===== src/rtl/jcsg_pkg.sv =====
// ----------------------------------------------------------------------------
// jcsg_pkg
// Shared types and constants for the joint command safety gate.
// ----------------------------------------------------------------------------
package jcsg_pkg;

	localparam int MAX_JOINTS = 8;
	localparam int VALUE_BITS = 32;
	localparam int JOINT_W    = 3;
	localparam int CNT_W      = $clog2(MAX_JOINTS + 1);
	localparam int TICK_W     = 16;
	localparam int MODE_W     = 2;
	localparam int SRC_W      = 2;
	localparam int CMD_W      = 3;

	localparam int IN_TDATA_W  = ((JOINT_W + 2 * VALUE_BITS + 1 + 7) / 8) * 8;
	localparam int OUT_TDATA_W = ((JOINT_W + VALUE_BITS + 7) / 8) * 8;
	localparam int OUT_TUSER_W = 1 + SRC_W;

	localparam int CFG_IDX_W  = 2;
	localparam int CFG_DATA_W = 16;

	typedef enum logic [CMD_W-1:0] {
		CMD_REF    = 3'd0,
		CMD_POS    = 3'd1,
		CMD_LIMIT  = 3'd2,
		CMD_ESTOP  = 3'd3,
		CMD_TICK   = 3'd4,
		CMD_UPDATE = 3'd5
	} cmd_t;

	typedef enum logic [CFG_IDX_W-1:0] {
		REG_MODE    = 2'd0,
		REG_TIMEOUT = 2'd1,
		REG_JCOUNT  = 2'd2
	} cfg_reg_t;

	localparam logic [MODE_W-1:0] MODE_POSITION = 2'd0;
	localparam logic [MODE_W-1:0] MODE_VELOCITY = 2'd1;

	localparam logic [SRC_W-1:0] SRC_NORMAL   = 2'd0;
	localparam logic [SRC_W-1:0] SRC_ESTOP    = 2'd1;
	localparam logic [SRC_W-1:0] SRC_WATCHDOG = 2'd2;

	typedef enum logic {
		ST_IDLE = 1'b0,
		ST_WALK = 1'b1
	} state_t;

	// Per-step control from the sequencer to the datapath.
	typedef struct packed {
		logic               active;
		logic               advance;
		logic [JOINT_W-1:0] idx;
		logic               emit;
		logic               last;
		logic               copy;
	} walk_t;

endpackage


===== src/rtl/jcsg_unit.sv =====
// ----------------------------------------------------------------------------
// jcsg_unit
// Shared command unit: picks the command source for one joint and clamps
// the reference to the joint limits.
// ----------------------------------------------------------------------------
module jcsg_unit (
	input  logic [jcsg_pkg::VALUE_BITS-1:0] ref_val,
	input  logic [jcsg_pkg::VALUE_BITS-1:0] lo,
	input  logic [jcsg_pkg::VALUE_BITS-1:0] hi,
	input  logic [jcsg_pkg::VALUE_BITS-1:0] hold_val,
	input  logic                            ref_ok,
	input  logic                            stop_engaged,
	input  logic                            timed_out,
	input  logic                            posmode,
	output logic [jcsg_pkg::VALUE_BITS-1:0] cv,
	output logic                            valid,
	output logic [jcsg_pkg::SRC_W-1:0]      src
);

	logic [jcsg_pkg::VALUE_BITS-1:0] upper_lim;
	logic [jcsg_pkg::VALUE_BITS-1:0] clamped;

	always_comb begin
		// upper first, then lower: crossed limits resolve to lower
		upper_lim = ($signed(ref_val) > $signed(hi)) ? hi : ref_val;
		clamped   = ($signed(upper_lim) < $signed(lo)) ? lo : upper_lim;
		if ((lo == '0) && (hi == '0)) begin
			clamped = ref_val;
		end
	end

	always_comb begin
		cv    = '0;
		valid = 1'b1;
		src   = jcsg_pkg::SRC_NORMAL;
		if (stop_engaged) begin
			cv  = posmode ? hold_val : '0;
			src = jcsg_pkg::SRC_ESTOP;
		end else if (timed_out && !posmode) begin
			src = jcsg_pkg::SRC_WATCHDOG;
		end else if (!ref_ok) begin
			valid = 1'b0;
		end else begin
			cv = clamped;
		end
	end

endmodule


===== src/rtl/jcsg_seq.sv =====
// ----------------------------------------------------------------------------
// jcsg_seq
// Update sequencer: walks the joint index one step per free output slot.
// ----------------------------------------------------------------------------
module jcsg_seq (
	input  logic                       clk,
	input  logic                       arst_n,
	input  logic                       start,
	input  logic [jcsg_pkg::CNT_W-1:0] start_limit,
	input  logic [jcsg_pkg::CNT_W-1:0] start_n,
	input  logic                       start_copy,
	input  logic                       out_free,
	output logic                       busy,
	output jcsg_pkg::walk_t            walk
);

	jcsg_pkg::state_t                state_q, state_d;
	logic [jcsg_pkg::JOINT_W-1:0]    idx_q, idx_d;
	logic [jcsg_pkg::CNT_W-1:0]      limit_q, n_q;
	logic                            copy_q;
	logic [jcsg_pkg::CNT_W-1:0]      idx_ext;

	assign idx_ext = jcsg_pkg::CNT_W'(idx_q);

	always_ff @(posedge clk or negedge arst_n) begin
		if (!arst_n) begin
			state_q <= jcsg_pkg::ST_IDLE;
			idx_q   <= '0;
			limit_q <= '0;
			n_q     <= '0;
			copy_q  <= 1'b0;
		end else begin
			state_q <= state_d;
			idx_q   <= idx_d;
			if (start) begin
				limit_q <= start_limit;
				n_q     <= start_n;
				copy_q  <= start_copy;
			end
		end
	end

	always_comb begin
		state_d      = state_q;
		idx_d        = idx_q;
		busy         = 1'b0;
		walk.active  = 1'b0;
		walk.advance = 1'b0;
		walk.idx     = idx_q;
		walk.emit    = idx_ext < n_q;
		walk.last    = (idx_ext + 1'b1) == n_q;
		walk.copy    = copy_q;
		unique case (state_q)
			jcsg_pkg::ST_IDLE: begin
				idx_d = '0;
				if (start) begin
					state_d = jcsg_pkg::ST_WALK;
				end
			end
			jcsg_pkg::ST_WALK: begin
				busy         = 1'b1;
				walk.active  = 1'b1;
				walk.advance = out_free;
				if (out_free) begin
					idx_d = idx_q + 1'b1;
					if ((idx_ext + 1'b1) == limit_q) begin
						state_d = jcsg_pkg::ST_IDLE;
						idx_d   = '0;
					end
				end
			end
			default: begin
				state_d = jcsg_pkg::ST_IDLE;
			end
		endcase
	end

endmodule


===== src/rtl/joint_command_safety_gate_unit.sv =====
// ----------------------------------------------------------------------------
// joint_command_safety_gate_unit
// Per-joint actuator command gate with e-stop hold, watchdog and limits.
// ----------------------------------------------------------------------------
//  channel | signals                                   | direction
//  --------+-------------------------------------------+--------------
//  s_*     | s_tvalid s_tready s_tdata s_tuser         | in, items
//  m_*     | m_tvalid m_tready m_tdata m_tuser m_tlast | out, commands
//  cfg_*   | cfg_valid cfg_ready cfg_index cfg_data    | in, registers
//
//  Store, limit, e-stop and tick items are taken without a walk; so is a release.
//  An update walks one sequencer step per joint in use, or a step for every
//  joint when an engage edge in position mode copies measured positions into
//  the hold store.
//  A stalled m_tready freezes the walk; s_tready stays low until it ends.
//  Reset is asynchronous and takes effect at once; no clearing pass.
// ----------------------------------------------------------------------------
module joint_command_safety_gate_unit (
	input  logic                                clk,
	input  logic                                arst_n,
	input  logic                                s_tvalid,
	output logic                                s_tready,
	// joint[2:0], value[34:3], value_high[66:35], estop_request[67], zero pad
	input  logic [jcsg_pkg::IN_TDATA_W-1:0]     s_tdata,
	// cmd[2:0]
	input  logic [jcsg_pkg::CMD_W-1:0]          s_tuser,
	output logic                                m_tvalid,
	input  logic                                m_tready,
	// out_joint[2:0], actuator_cmd[34:3], zero pad
	output logic [jcsg_pkg::OUT_TDATA_W-1:0]    m_tdata,
	// command_valid[0], source[2:1]
	output logic [jcsg_pkg::OUT_TUSER_W-1:0]    m_tuser,
	output logic                                m_tlast,
	input  logic                                cfg_valid,
	output logic                                cfg_ready,
	input  logic [jcsg_pkg::CFG_IDX_W-1:0]      cfg_index,
	input  logic [jcsg_pkg::CFG_DATA_W-1:0]     cfg_data
);

	localparam int VB = jcsg_pkg::VALUE_BITS;
	localparam int JW = jcsg_pkg::JOINT_W;
	localparam int NJ = jcsg_pkg::MAX_JOINTS;

	// input fields
	logic [JW-1:0] in_joint;
	logic [VB-1:0] in_value;
	logic [VB-1:0] in_value_high;
	logic          in_req;

	assign in_joint      = s_tdata[JW-1:0];
	assign in_value      = s_tdata[JW +: VB];
	assign in_value_high = s_tdata[JW + VB +: VB];
	assign in_req        = s_tdata[JW + 2 * VB];

	// configuration
	logic [jcsg_pkg::MODE_W-1:0] mode_q;
	logic [jcsg_pkg::TICK_W-1:0] timeout_q;
	logic [3:0]                  jcount_q;

	// state
	logic [VB-1:0] ref_q   [NJ];
	logic [VB-1:0] meas_q  [NJ];
	logic [VB-1:0] hold_q  [NJ];
	logic [VB-1:0] lo_q    [NJ];
	logic [VB-1:0] hi_q    [NJ];
	logic [NJ-1:0] ref_ok_q;
	logic          stop_req_q;
	logic          stop_eng_q;
	logic          timed_out_q;
	logic [jcsg_pkg::TICK_W-1:0] idle_q;

	logic                          posmode;
	logic                          in_acc;
	logic                          busy;
	logic                          out_free;
	logic                          is_update;
	logic                          engage;
	logic                          release_edge;
	logic [jcsg_pkg::CNT_W-1:0]    n_sat;
	logic [jcsg_pkg::CNT_W-1:0]    limit;
	logic                          start;
	logic                          joint_ok;
	logic [jcsg_pkg::TICK_W-1:0]   idle_next;
	jcsg_pkg::walk_t               walk;

	logic [VB-1:0]                 hold_sel;
	logic [VB-1:0]                 cv;
	logic                          cvalid;
	logic [jcsg_pkg::SRC_W-1:0]    csrc;

	// output register
	logic                          m_valid_q;
	logic [JW-1:0]                 o_joint_q;
	logic [VB-1:0]                 o_value_q;
	logic                          o_valid_q;
	logic [jcsg_pkg::SRC_W-1:0]    o_src_q;
	logic                          o_last_q;

	assign posmode   = (mode_q == jcsg_pkg::MODE_POSITION);
	assign s_tready  = !busy;
	assign in_acc    = s_tvalid && s_tready;
	assign out_free  = !m_valid_q || m_tready;
	assign cfg_ready = 1'b1;
	assign joint_ok  = 32'(in_joint) < NJ;

	assign is_update    = in_acc && (s_tuser == jcsg_pkg::CMD_UPDATE);
	assign engage       = stop_req_q && !stop_eng_q;
	assign release_edge = !stop_req_q && stop_eng_q;

	always_comb begin
		n_sat = (32'(jcount_q) > NJ) ? jcsg_pkg::CNT_W'(NJ) : jcsg_pkg::CNT_W'(jcount_q);
		// a latch of hold values has to visit every joint
		limit = (engage && posmode) ? jcsg_pkg::CNT_W'(NJ) : n_sat;
		start = is_update && !release_edge && (limit != '0);
	end

	always_comb begin
		idle_next = (idle_q < timeout_q) ? idle_q + 1'b1 : idle_q;
	end

	// configuration writes
	always_ff @(posedge clk or negedge arst_n) begin
		if (!arst_n) begin
			mode_q    <= jcsg_pkg::MODE_VELOCITY;
			timeout_q <= jcsg_pkg::TICK_W'(100);
			jcount_q  <= 4'(NJ);
		end else if (cfg_valid && cfg_ready) begin
			case (cfg_index)
				jcsg_pkg::REG_MODE:    mode_q    <= cfg_data[jcsg_pkg::MODE_W-1:0];
				jcsg_pkg::REG_TIMEOUT: timeout_q <= cfg_data[jcsg_pkg::TICK_W-1:0];
				jcsg_pkg::REG_JCOUNT:  jcount_q  <= cfg_data[3:0];
				default: ;
			endcase
		end
	end

	// item handling and per-joint stores
	always_ff @(posedge clk or negedge arst_n) begin
		if (!arst_n) begin
			for (int i = 0; i < NJ; i++) begin
				ref_q[i]  <= '0;
				meas_q[i] <= '0;
				hold_q[i] <= '0;
				lo_q[i]   <= '0;
				hi_q[i]   <= '0;
			end
			ref_ok_q    <= '1;
			stop_req_q  <= 1'b0;
			stop_eng_q  <= 1'b0;
			timed_out_q <= 1'b0;
			idle_q      <= '0;
		end else begin
			if (in_acc) begin
				unique case (s_tuser)
					jcsg_pkg::CMD_REF: begin
						if (joint_ok) begin
							ref_q[in_joint]    <= in_value;
							ref_ok_q[in_joint] <= 1'b1;
							idle_q             <= '0;
							timed_out_q        <= 1'b0;
						end
					end
					jcsg_pkg::CMD_POS: begin
						if (joint_ok) begin
							meas_q[in_joint] <= in_value;
						end
					end
					jcsg_pkg::CMD_LIMIT: begin
						if (joint_ok) begin
							lo_q[in_joint] <= in_value;
							hi_q[in_joint] <= in_value_high;
						end
					end
					jcsg_pkg::CMD_ESTOP: begin
						stop_req_q <= in_req;
					end
					jcsg_pkg::CMD_TICK: begin
						if (!posmode) begin
							idle_q <= idle_next;
							if (idle_next >= timeout_q) begin
								timed_out_q <= 1'b1;
							end
						end
					end
					jcsg_pkg::CMD_UPDATE: begin
						if (engage) begin
							stop_eng_q <= 1'b1;
						end else if (release_edge) begin
							stop_eng_q <= 1'b0;
							ref_ok_q   <= '0;
						end
					end
					default: ;
				endcase
			end
			// hold latch runs along with the walk, one joint a step
			if (walk.active && walk.advance && walk.copy) begin
				hold_q[walk.idx] <= meas_q[walk.idx];
			end
		end
	end

	jcsg_seq u_seq (
		.clk         (clk),
		.arst_n      (arst_n),
		.start       (start),
		.start_limit (limit),
		.start_n     (n_sat),
		.start_copy  (engage && posmode),
		.out_free    (out_free),
		.busy        (busy),
		.walk        (walk)
	);

	assign hold_sel = walk.copy ? meas_q[walk.idx] : hold_q[walk.idx];

	jcsg_unit u_unit (
		.ref_val      (ref_q[walk.idx]),
		.lo           (lo_q[walk.idx]),
		.hi           (hi_q[walk.idx]),
		.hold_val     (hold_sel),
		.ref_ok       (ref_ok_q[walk.idx]),
		.stop_engaged (stop_eng_q),
		.timed_out    (timed_out_q),
		.posmode      (posmode),
		.cv           (cv),
		.valid        (cvalid),
		.src          (csrc)
	);

	// output register: loads on an emitting step, drains on m_tready
	always_ff @(posedge clk or negedge arst_n) begin
		if (!arst_n) begin
			m_valid_q <= 1'b0;
		end else if (walk.active && walk.advance && walk.emit) begin
			m_valid_q <= 1'b1;
		end else if (m_tready) begin
			m_valid_q <= 1'b0;
		end
	end

	always_ff @(posedge clk) begin
		if (walk.active && walk.advance && walk.emit) begin
			o_joint_q <= walk.idx;
			o_value_q <= cv;
			o_valid_q <= cvalid;
			o_src_q   <= csrc;
			o_last_q  <= walk.last;
		end
	end

	assign m_tvalid = m_valid_q;
	assign m_tdata  = {{(jcsg_pkg::OUT_TDATA_W - JW - VB){1'b0}}, o_value_q, o_joint_q};
	assign m_tuser  = {o_src_q, o_valid_q};
	assign m_tlast  = o_last_q;

endmodule

===== config.mk =====
export PLATFORM = sky130hd
export DESIGN_NAME = joint_command_safety_gate_unit
export DESIGN_NICKNAME = d
export VERILOG_FILES = /design/src/rtl/jcsg_pkg.sv /design/src/rtl/jcsg_unit.sv /design/src/rtl/jcsg_seq.sv /design/src/rtl/joint_command_safety_gate_unit.sv
export SDC_FILE = /design/constraint.sdc
export NUM_CORES = 2
export LEC_CHECK = 0
export BUFFER_PORTS_ARGS = -buffer_cell sky130_fd_sc_hd__buf_2
export CORE_MARGIN = 2
export CORE_UTILIZATION = 46
export DETAILED_ROUTE_END_ITERATION = 16
export PLACE_DENSITY = 0.66
export SYNTH_ARGS = -nofsm -noshare
export SYNTH_HDL_FRONTEND = slang
export SYNTH_SLANG_ARGS = --single-unit

===== constraint.sdc =====
create_clock -name clk -period 9 [get_ports clk]
set_input_delay 0.45 -clock clk [delete_from_list [all_inputs] [get_ports clk]]
set_output_delay 0.45 -clock clk [all_outputs]
set_load 0.02 [all_outputs]

==> out/results.txt <==
Summed over all nets, the switching power comes to 7.775 mW. Measured against its own limit, the worst slew margin works out to 13.50%. The number of vias per cell after detailed routing was 6.174. The congestion estimate from routability-driven global placement came to 0.9725.

The post-layout instance count excluding filler cells is 7216. The largest stage delay on the critical path was 0.70 ns; the register share of total power was 36.0%. The area growth from synthesis to layout is 13.24%.

The die covers 143400 um^2. The setup TNS is 0 ns, and the H-tree depth reported by CTS is 4. For this run the aggregate overflow at the end of global routing stands at 0. The number of max-slew violations in the final report came out at 0. Wires add up to 200900 um. In the final layout, the multi-input gates occupy 27960 um^2. For the worst setup path, the data required time is 9.50 ns. Once placement completed, the tool counted placed cells totaling 6887. The logs give 0.9941 ns for the pre-CTS setup slack and 0 for the final-report hold violation count. The area taken by flip-flops and latches is 34810 um^2, and the summed instance area of the synthesized netlist is 64570 um^2. The worst path in the final design needs a cycle of 8.196 ns, including I/O delays and setup.

Max-cap violations in this run came to 0. The slowest stage of the critical path is the sky130_fd_sc_hd__dfrtp_4 cell. Once detail routing completed, the nets flagged for antenna violations numbered 0. The finished cells cover 73120 um^2. Endpoint type of the worst setup path: a register.

The count of buffer and inverter cells on the critical path is 5. The pre-antenna-repair detailed-routing pass consisted of 5 iterations. After synthesis, the share of flip-flops with an asynchronous set or reset is 97.18%.

The tools report the fraction of power consumed by combinational cells as 34.4%. Once the floorplan was initialized, standard cells occupied 46.33% of the core. In the synthesized netlist, the number of instances is 5141. Internal power comes to 13.95 mW. For this design the static power due to leakage is 33.30 nW. The worst path uses 91.07% of the clock period. TritonCTS built the clock tree. After layout, the worst setup slack is 0.8040 ns.

For the worst-skew pair later-pin latency, the log shows 0.79 ns. The run finished with clean final reports. The logs give 21.72 mW for the overall power and 139400 um^2 for the placeable core region.

After filler insertion, the fill cell instance count of the layout stands at 11860. The number of gates resized after CTS was 0; the switching share of power was 35.79%. The run gives 298800 um as the global-route wire length before repair. For this run, the register share of the synthesized area comes to 53.89%. Predominant post-synthesis flop cell: sky130_fd_sc_hd__dfrtp_1. Clock tree synthesis selected as its root buffer the cell sky130_fd_sc_hd__clkbuf_16.

For this design the ratio of total power to cell area is 297.1 nW/um^2. The kind of path behind the tightest hold check was in2reg. The clock passes through at most 3 buffers. The placed instances occupy a cell area of 67440 um^2.

In this run the post-CTS setup repair buffer count came out at 0. During placement, the flow inserted port buffers numbering 134. Global routing consumed, over all layers together, 28.21% of the routing resources. Data on the critical path arrives at its endpoint at 8.69 ns. The startpoint type of the worst setup path is a register.

Number of global-route vias before repair: 44330. Cells with a size suffix above 1 make up 34.83% of the layout. For this run, the share of the core covered by cells in the final layout is 52.47%. Maximum achievable frequency: 122.0 MHz. After floorplanning, the core was divided into 137 placement rows.

The number of placed I/O pins is 145, and the count of cell types in the netlist is 87. The die boundary height is 378.7 um, and the final routed DRC violation total is 0. After synthesis the netlist holds a flip-flop and latch count of 1382. The initial antenna violation count was 15; the width of the die was 378.7 um. Number of design-rule violations left by the first detailed-router iteration: 4355.

The number of clock buffers inserted by TritonCTS was 147. The net count of the finished layout is 5410. The relative contribution of the clock network to total power was 29.6%; the post-route worst hold slack was 0.06783 ns. For the worst IR drop on VDD, the log shows 0.5836 mV. For the pin with the worst max-slew slack, the measured transition is 1.291 ns.

Detailed placement finished with a half-perimeter wire length of 126600 um. For this block, the via count after detailed routing is 44550. For the worst clock skew on the final layout, the log shows 0.03073 ns. The mean instance size in the synthesized netlist works out to 12.56 um^2.

The cell family contributing the most delay on the critical path is compound AO/OA/AOI/OAI gates. The critical path is of the reg2reg type. The number of warning messages in the yosys log was 0; the routed length per placed instance was 27.84 um.

The maximum fanout along the worst path is 38. For the TritonCTS sink count, the log shows 1382. Counting flops with a built-in enable in the synthesized netlist gives 39. Clock-pin slew was measured on the worst setup and hold paths at 0.07 ns. Setup violations remaining at the end of the flow were counted as 0. Entering global routing, the biggest net connects 181 pins. Setup repair after global routing left no endpoint under its margin.
-- kinds of logic (layout without fill, tap and decap cells) --
| logic type | Yosys count | after routing | synth area share, % |
|---|---|---|---|
| buffers and inverters | 492 | 679 | 3.312 |
| AND/OR/NAND/NOR | 771 | 771 | 5.524 |
| adder cells (fa/ha/maj) | 101 | 101 | 1.957 |
| XOR/XNOR | 22 | 22 | 0.2984 |
| flip-flops | 1382 | 1382 | 53.89 |
| other | 2 | 14 | 0.01163 |
| multiplexers | 1319 | 1319 | 23.95 |
| AO/OA/AOI/OAI | 1052 | 1052 | 11.06 |
-- registers in the layout, indices dropped and copies added, names as in the netlist, 2 cells and up --
signal,flops
hold_q,256
o_joint_q,3
ref_q,256
u_seq.n_q,4
lo_q,256
timeout_q,16
u_seq.idx_q,3
ref_ok_q,8
hi_q,256
mode_q,2
meas_q,256
idle_q,16
jcount_q,4
o_src_q,2
u_seq.limit_q,4
o_value_q,32
-- synth_stat cells (all sizes together), types with 39 or more instances --
cell	n	area share (%)
mux2i	113	1.8
a22oi	140	1.6
a21oi	154	1.2
nor2	143	0.85
dfrtp	1330	52
a211oi	52	0.60
a22o	40	0.54
inv	58	0.34
nand4	44	0.43
mux2	1141	20
a221oi	132	1.8
mux4	65	2.3
clkbuf	316	1.8
buf	118	1.1
o21ai	346	2.7
ha	101	2.0
nand2	393	2.3
edfxtp	39	1.8
-- final cells by class --
| cell class | count | share of cell area, % |
|---|---|---|
| Antenna cell | 8 | 0.02738 |
| Clock buffer | 221 | 6.080 |
| Clock inverter | 49 | 0.9600 |
| Inverter | 58 | 0.3012 |
| Multi-Input combinational cell | 3271 | 38.24 |
| Sequential cell | 1382 | 47.60 |
| Tap cell | 1876 | 3.210 |
| Timing Repair Buffer | 351 | 3.580 |
-- repair_timing --
action,in CTS,in global routing
endpoints found under the hold margin,402,0
endpoints found under the setup margin,0,0
hold buffers,51,0
-- power by group through the flow --
stage / clock network (mW) / logic (mW) / registers, mW
2_1_floorplan: 0 / 4.67 / 7.76
3_3_place_gp: 0 / 7.20 / 7.88
3_5_place_dp: 0 / 7.28 / 7.93
4_1_cts: 6.52 / 7.33 / 7.82
5_1_grt: 6.77 / 8.04 / 7.93
6_report: 6.43 / 7.46 / 7.83
-- worst paths after layout --
path	startpoint	end	slack (ns)	cells after the start
worst max-delay path	u_seq.idx_q[0]$_DFFE_PN0P_	o_value_q[28]$_DFFE_PP_	0.80	28
worst min-delay path	m_tready	u_seq.idx_q[1]$_DFFE_PN0P_	0.07	4
worst max register to register	u_seq.idx_q[0]$_DFFE_PN0P_	o_value_q[28]$_DFFE_PP_	0.80	28
worst min register to register	hold_q[156]$_DFFE_PN0P_	hold_q[156]$_DFFE_PN0P_	0.47	2
max in group asynchronous	arst_n	u_seq.idx_q[2]$_DFFE_PN0P_	6.08	4
min in group asynchronous	arst_n	hi_q[39]$_DFFE_PN0P_	0.29	2
-- worst register-to-register path: cells and delay by family, from the launching register on --
| kind | cells | cell delay (ns) |
|---|---|---|
| buffers and inverters | 5 | 1.36 |
| DFF | 1 | 0.70 |
| AOI/OAI and AO/OA | 13 | 3.10 |
| adders and majority gates | 2 | 0.83 |
| and+or+nand+nor | 8 | 1.95 |
-- routing by layer --
metal  GRT usage [%]  part of all wire [%]  up-vias
met1           40.31                    44    23450
met2           42.83                    45     1609
met5               0                 0.046        -
met4           10.47                   3.7       14
li1                -                     -    19100
met3           5.174                   7.4      380
-- placed cells by master (no fill, tap or decap), types with 111 or more instances in the layout --
cell / instances
sky130_fd_sc_hd__a21oi_1: 147
sky130_fd_sc_hd__a221oi_1: 128
sky130_fd_sc_hd__a22oi_1: 140
sky130_fd_sc_hd__buf_2: 133
sky130_fd_sc_hd__buf_4: 152
sky130_fd_sc_hd__clkbuf_16: 154
sky130_fd_sc_hd__dfrtp_1: 1326
sky130_fd_sc_hd__mux2_2: 1138
sky130_fd_sc_hd__mux2i_1: 111
sky130_fd_sc_hd__nand2_1: 376
sky130_fd_sc_hd__nor2_1: 120
sky130_fd_sc_hd__o21ai_0: 345
Note: power is estimated with default switching activity, not from simulation.
